<file path="config.mk">
export PLATFORM = sky130hd
export DESIGN_NAME = klb_ctrl
export DESIGN_NICKNAME = d
export VERILOG_FILES = /design/src/design/klb_pkg.sv /design/src/design/klb_ctrl.sv
export SDC_FILE = /design/constraint.sdc
export NUM_CORES = 1
export LEC_CHECK = 0
export ABC_AREA = 1
export BUFFER_PORTS_ARGS = -buffer_cell sky130_fd_sc_hd__buf_4
export CAP_MARGIN = 20
export CORE_MARGIN = 2
export CORE_UTILIZATION = 55
export DETAILED_ROUTE_END_ITERATION = 8
export PLACE_DENSITY = 0.84
export SLEW_MARGIN = 0
export SYNTH_ARGS = -nofsm -noshare
export SYNTH_HDL_FRONTEND = slang
export SYNTH_SLANG_ARGS = --single-unit
</file>
<file path="constraint.sdc">
create_clock -name clk -period 2.3 [get_ports clk]
set_clock_uncertainty 0.2 [all_clocks]
set_input_delay 0.115 -clock clk [delete_from_list [all_inputs] [get_ports clk]]
set_output_delay 0.115 -clock clk [all_outputs]
set_load 0.05 [all_outputs]
</file>
<file path="src/design/klb_pkg.sv">
// ----------------------------------------------------------------------------
// klb_pkg
// Shared types and codes for the Kernighan-Lin bisection block.
// ----------------------------------------------------------------------------
package klb_pkg;

  localparam logic [1:0] OP_EDGE  = 2'd0;
  localparam logic [1:0] OP_SIDE  = 2'd1;
  localparam logic [1:0] OP_RUN   = 2'd2;
  localparam logic [1:0] OP_CLEAR = 2'd3;

  localparam logic [1:0] ST_OK    = 2'd0;
  localparam logic [1:0] ST_UNBAL = 2'd1;
  localparam logic [1:0] ST_BAD   = 2'd2;

  localparam logic [14:0] SAT15 = 15'h7fff;

  typedef struct packed {
    logic [1:0] opcode;
    logic [5:0] vertex_u;
    logic [5:0] vertex_v;
    logic [3:0] weight;
    logic       side;
  } in_t;

  typedef struct packed {
    logic [5:0]  vertex_id;
    logic        vertex_side;
    logic [14:0] cut_size;
    logic [14:0] total_gain;
    logic [14:0] pass_count;
    logic [1:0]  status;
    logic        last;
  } out_t;

  typedef logic [6:0] cfg_t;

  typedef enum logic [4:0] {
    CMD_NONE, CMD_LOAD, CMD_CLR, CMD_WUV, CMD_WVU, CMD_SIDE, CMD_ACK,
    CMD_CNT, CMD_CUT_RD, CMD_CUT_USE, CMD_UNBAL, CMD_D_RD, CMD_D_USE,
    CMD_S_RD, CMD_S_USE, CMD_STEP, CMD_U_A, CMD_U_B, CMD_U_C, CMD_APPLY,
    CMD_EMIT
  } cmd_t;

  typedef struct packed {
    logic [1:0] op;
    logic       bad_edge;
    logic       bad_side;
    logic       clr_end;
    logic       i_end;
    logic       ij_end;
    logic       unbal;
    logic       k_over;
    logic       bestk_zero;
    logic       apply_end;
  } sts_t;

endpackage

</file>
<file path="src/design/klb_ctrl.sv">
// ----------------------------------------------------------------------------
// klb_ctrl
// Sequencer: decodes items and steps the datapath through each pass.
// ----------------------------------------------------------------------------
module klb_ctrl
  import klb_pkg::*;
(
  input  logic clk,
  input  logic rst_n,
  input  logic start,
  output logic busy,
  input  sts_t sts,
  output cmd_t cmd
);

  typedef enum logic [21:0] {
    S_CLR     = 22'h000001,
    S_IDLE    = 22'h000002,
    S_DEC     = 22'h000004,
    S_WUV     = 22'h000008,
    S_WVU     = 22'h000010,
    S_SIDE    = 22'h000020,
    S_ACK     = 22'h000040,
    S_CNT     = 22'h000080,
    S_CHK     = 22'h000100,
    S_CUT_RD  = 22'h000200,
    S_CUT_USE = 22'h000400,
    S_UNBAL   = 22'h000800,
    S_D_RD    = 22'h001000,
    S_D_USE   = 22'h002000,
    S_S_RD    = 22'h004000,
    S_S_USE   = 22'h008000,
    S_STEP    = 22'h010000,
    S_U_A     = 22'h020000,
    S_U_B     = 22'h040000,
    S_U_C     = 22'h080000,
    S_APPLY   = 22'h100000,
    S_EMIT    = 22'h200000
  } state_t;

  state_t state_r, state_nxt;
  logic   clr_ack_r, clr_ack_nxt;
  logic   unbal_r, unbal_nxt;

  always_ff @(posedge clk) begin
    if (!rst_n) begin
      state_r   <= S_CLR;
      clr_ack_r <= 1'b0;
      unbal_r   <= 1'b0;
    end else begin
      state_r   <= state_nxt;
      clr_ack_r <= clr_ack_nxt;
      unbal_r   <= unbal_nxt;
    end
  end

  always_comb begin
    state_nxt   = state_r;
    clr_ack_nxt = clr_ack_r;
    unbal_nxt   = unbal_r;
    cmd         = CMD_NONE;
    unique case (state_r)
      S_CLR: begin
        cmd = CMD_CLR;
        if (sts.clr_end) state_nxt = clr_ack_r ? S_ACK : S_IDLE;
      end
      S_IDLE: begin
        if (start) begin
          cmd       = CMD_LOAD;
          state_nxt = S_DEC;
        end
      end
      S_DEC: begin
        unique case (sts.op)
          OP_EDGE: state_nxt = sts.bad_edge ? S_ACK : S_WUV;
          OP_SIDE: state_nxt = sts.bad_side ? S_ACK : S_SIDE;
          OP_RUN:  state_nxt = S_CNT;
          default: begin
            clr_ack_nxt = 1'b1;
            state_nxt   = S_CLR;
          end
        endcase
      end
      S_WUV: begin
        cmd       = CMD_WUV;
        state_nxt = S_WVU;
      end
      S_WVU: begin
        cmd       = CMD_WVU;
        state_nxt = S_ACK;
      end
      S_SIDE: begin
        cmd       = CMD_SIDE;
        state_nxt = S_ACK;
      end
      S_ACK: begin
        cmd       = CMD_ACK;
        state_nxt = S_IDLE;
      end
      S_CNT: begin
        cmd = CMD_CNT;
        if (sts.i_end) state_nxt = S_CHK;
      end
      S_CHK: begin
        unbal_nxt = sts.unbal;
        state_nxt = sts.unbal ? S_CUT_RD : S_D_RD;
      end
      S_CUT_RD: begin
        cmd       = CMD_CUT_RD;
        state_nxt = S_CUT_USE;
      end
      S_CUT_USE: begin
        cmd = CMD_CUT_USE;
        if (sts.ij_end) state_nxt = unbal_r ? S_UNBAL : S_EMIT;
        else state_nxt = S_CUT_RD;
      end
      S_UNBAL: begin
        cmd       = CMD_UNBAL;
        state_nxt = S_IDLE;
      end
      S_D_RD: begin
        cmd       = CMD_D_RD;
        state_nxt = S_D_USE;
      end
      S_D_USE: begin
        cmd       = CMD_D_USE;
        state_nxt = sts.ij_end ? S_S_RD : S_D_RD;
      end
      S_S_RD: begin
        cmd       = CMD_S_RD;
        state_nxt = S_S_USE;
      end
      S_S_USE: begin
        cmd       = CMD_S_USE;
        state_nxt = sts.ij_end ? S_STEP : S_S_RD;
      end
      S_STEP: begin
        cmd       = CMD_STEP;
        state_nxt = S_U_A;
      end
      S_U_A: begin
        cmd       = CMD_U_A;
        state_nxt = S_U_B;
      end
      S_U_B: begin
        cmd       = CMD_U_B;
        state_nxt = S_U_C;
      end
      S_U_C: begin
        cmd = CMD_U_C;
        if (!sts.i_end) state_nxt = S_U_A;
        else if (!sts.k_over) state_nxt = S_S_RD;
        else if (sts.bestk_zero) state_nxt = S_CUT_RD;
        else state_nxt = S_APPLY;
      end
      S_APPLY: begin
        cmd = CMD_APPLY;
        if (sts.apply_end) state_nxt = S_D_RD;
      end
      S_EMIT: begin
        cmd = CMD_EMIT;
        if (sts.i_end) state_nxt = S_IDLE;
      end
      default: state_nxt = S_IDLE;
    endcase
  end

  assign busy = (state_r != S_IDLE);

endmodule

</file>
# Yosys cells after proc, flatten, opt, wreduce, memory -nomap -nowiden
# Cells that the tools add are included.
[classes]
eq_ne = 30
muxes = 20
bitwise = 1
reduce_logical = 5
[op_table]
columns = ["op", "count"]
rows = [
  ["$pmux 22 s19", 1],
  ["$mux 22", 7],
  ["$pmux 5 s20", 1],
  ["$mux 21", 3],
  ["$pmux 8 s3", 1],
  ["$eq 22x1->1 const B", 1],
  ["$eq 22x10->1 const B", 1],
  ["$eq 22x11->1 const B", 1],
  ["$eq 22x12->1 const B", 1],
  ["$eq 22x13->1 const B", 1],
  ["$eq 22x14->1 const B", 1],
  ["$eq 22x15->1 const B", 1],
  ["$eq 22x16->1 const B", 1],
  ["$eq 22x17->1 const B", 1],
  ["$eq 22x18->1 const B", 1],
  ["$eq 22x19->1 const B", 1],
  ["$eq 22x2->1 const B", 1],
  ["$eq 22x20->1 const B", 1],
  ["$eq 22x21->1 const B", 1],
  ["$eq 22x22->1 const B", 1],
  ["$eq 22x3->1 const B", 1],
  ["$eq 22x4->1 const B", 1],
  ["$eq 22x5->1 const B", 1],
  ["$eq 22x6->1 const B", 1],
  ["other kinds (18)", 24],
]
[totals]
register_bits = 24
in_bits = 14
output_inout_bits = 6
word_cells = 59

# Longest topological paths before layout
[depth]
ltp_word = 4
depth_mapped = 13
ltp_nobuf = 12

# Least setup slack after synthesis
# OpenSTA, ideal clock, no wires.
[synth_timing]
path_type = "register -> output"
startpoint = "register state_r[12]"
endpoint = "output cmd[0]"
t_arrival_ps = 2243
required_ps = 1985
path_slack_ps = -258
path_stages_with_launch = 6
n_path_buf = 0
path_cell_list = "dfxtp_1 > nor2_2 > nand2_2 > nor2_8 > nand3_1 > o2111ai_1"
[synth_via]
elab_chain_cells = 2
word_cells_on_any_way = 21
cone_classes = "20 x eq/ne; 1 x mux"
[synth_rtl]
columns = ["element", "line", "source"]
rows = [
  ["start, declared", "klb_ctrl.sv:41", "state_t state_r, state_nxt;"],
  ["start signal, assigned", "klb_ctrl.sv:51", "state_r <= state_nxt;"],
  ["$eq 22x22->1, or another cell as far along", "klb_ctrl.sv:62", "unique case (state_r)"],
  ["$pmux 5 s20 *", "klb_ctrl.sv:62", ""],
  ["end, declared", "klb_ctrl.sv:13", "output cmd_t cmd"],
]
# Mark *: on every way between the ends. The rest lies on a longest branch, timed or not.

# Final worst setup path
[layout_timing]
startpoint = "register state_r[7]"
endpoint = "output cmd[3]"
# The elaborated chain is that of the path after synthesis.

==> run summary <==
Status = complete, no violations
CP Launch Type = flop
Full die area = 3850 um2
Critical Path End = cmd[3]
Layout cells sized above 1 = 27.0%
Pin count of the biggest net entering global routing = 18
Place WS = 0.342 ns
Syn nets = 292
Final net count = 326
Routed Antenna Nets = 0
Num CTS Buffers = 3
Required @ worst endpoint = 1.99 ns
Avg Inst Size Synth = 6.67 um2
Post-synth top area cell = dfxtp_1
Crit. End Element = output port
Tmin final = 2.21 ns
Yosys cell types = 35
I/O pins = 20
Max Cap Viol = 0
Critical Path Start = state_r[7]
DIE WIDTH = 62.1 um
Tcrit/Tclk final = 96.2%
Synth Warn # = 0
Clk buf depth = 2
Final Setup Violations = 0
Top post-synthesis cells by area = dfxtp_1, nor2_1, nand2_1
Synth Register Bits = 24
Wire per inst = 13.3 um
Final hold vios = 0
Latest clock arrival within the worst-skew pair = 0.32 ns
Peak VDD IR = 0.588 mV
Fmax = 0.452 GHz
Fin. max-slew vios = 0
GRT Overall Usage = 25.9%
Total negative slack = 0 ns
Register Area = 482 um2
Critical path type = flop to output port
# rows = 21
First-pass GRT wire length = 7.31 mm
PD cells = 865 nW/um2
Proportion of netlist area held by the largest area contributor = 25.9%
Chip height = 62.1 um
Starting density of the core = 56.5%
PortBufs = 19
Layout Area Growth over Synthesis = 20.4%
Reg2reg setup slack = 0.22 ns
Worst Path Arrival = 1.90 ns
Crit-path max FO = 8
Mapped cell area = 1860 um2
RR Endpoint = state_r[14]
Pleak = 1.14 nW
DRT Pass-1 Iters = 5
GR Overflow Total = 0
DRC Markers = 0
Sequential element share of the synthesized area = 25.9%
DR vias = 1902
CTS tree = yes
R2R cell count = 13
Total Routed Length = 4.74 mm
CTS Sinks = 24
Worst-path clk slew = 0.13 ns
RSZ-0062 raised after global routing = false
Clk root buf = clkbuf_4
Diode count = 0
HPWL after DPL = 3.71 mm
Vias per cell = 5.33
Number of fill cells = 294
Core area = 3280 um2
Cells after Synth = 278
Final Worst Setup Slack = 0.0872 ns
RR Startpoint = state_r[8]
Worst hold-check path type = input port to flop
DR iter-0 viols = 105
Area of the multi-input gates = 1180 um2
Worst-margin pin slew = 0.349 ns
Initial antenna violation count = 0
Final weighted congestion in routability-driven placement = 0.990
Clock H-tree levels = 1
Slew headroom = 76.5%
Number of global-route vias before repair = 1587
through the flow:
step                instance area, um2  utilization (%)  hold WS [ns]  total power [W]  cells
global route                      2230             68.0        0.0399          0.00206    357
CTS                               2180             66.4       0.00781          0.00185    355
global placement                  2030             61.7        0.0980          0.00158    340
floorplan                         1860                -      -0.00825          0.00140    278
finish                            2230             68.0        0.0200          0.00193    357
detailed placement                2030             61.7         0.103          0.00159    340
flip-flops by register name (all words and copies together), names as in the netlist:
signal / flops
state_r: 22
clr_ack_r: 1
unbal_r: 1
layout make-up:
type	instances	area share, %
Clock buffer	4	1.62
Inverter	49	8.73
Tap cell	46	2.58
Sequential cell	24	21.6
Timing Repair Buffer	32	12.5
Multi-Input combinational cell	202	53.0
power by group:
group	switching, W	internal, W
registers	0.0000507	0.000462
clock network	0.000129	0.0000968
logic	0.000804	0.000390
total	0.000984	0.000949
timing repair:
action                     in CTS  in global routing
cloned                          0                  0
pin swaps                       0                  2
resized for setup               3                 11
hold endpoints to repair       23                  0
setup buffers                   0                  2
hold buffers                   11                  0
setup endpoints to repair       2                  5
how the worst min path moves through the flow:
stage                 from          to  slack, ns  depth (start not counted)
floorplan           sts[7]  state_r[5]     -0.008                          1
global placement    sts[7]  state_r[5]        0.1                          2
detailed placement  sts[7]  state_r[5]       0.10                          2
CTS                 sts[6]  state_r[0]      0.008                          4
global route        sts[6]  state_r[0]       0.04                          4
finish              sts[6]  state_r[0]       0.02                          4
synthesized netlist by cell type (all sizes together):
cell type	instances
dfxtp	24
nor3	7
nor3b	1
clkinv	2
nand2	59
o21ai	9
o31ai	1
a21oi	5
inv	47
nand3b	4
or2	1
o2111ai	1
nor4	2
o211ai	1
nor2	66
buf	3
nand4	8
nand3	37
layer usage:
| layer | vias up | GRT usage [%] | routed length (um) |
|---|---|---|---|
| met5 | - | 0 | 0 |
| met4 | 0 | 6.38 | 84 |
| met3 | 11 | 1.86 | 267 |
| met2 | 81 | 40.0 | 2210 |
| met1 | 862 | 39.1 | 2190 |
| li1 | 948 | - | - |
worst max-delay path, stage by stage, from the launching register on:
cell and delay, ns:
dfxtp_1 0.38, nor2_4 0.17, nand2_4 0.12, nor2_8 0.20, nand3_2 0.14, inv_1 0.08, nand4_1 0.15, nand3_1 0.14
buf_4 0.20
placed cells by master (no fill, tap or decap), types with 4 or more instances in the layout:
cell	n
dfxtp_1	23
inv_1	38
nand4_1	8
nand2_4	5
nand2_2	5
nand3_2	11
nand3_1	25
nor2_4	8
inv_2	7
nor2_1	49
nor2_2	6
nand2_1	49
buf_4	18
o21ai_0	7
a21oi_1	5
nor3_1	4
dlygate4sd3_1	11
cells by family after synthesis:
kind of cell / Yosys count / synth area share (%)
flops: 24 / 25.9
simple gates: 185 / 56.6
buf+inv: 52 / 12.4
compound gates: 17 / 5.06
Note: power is estimated with default switching activity, not from simulation.
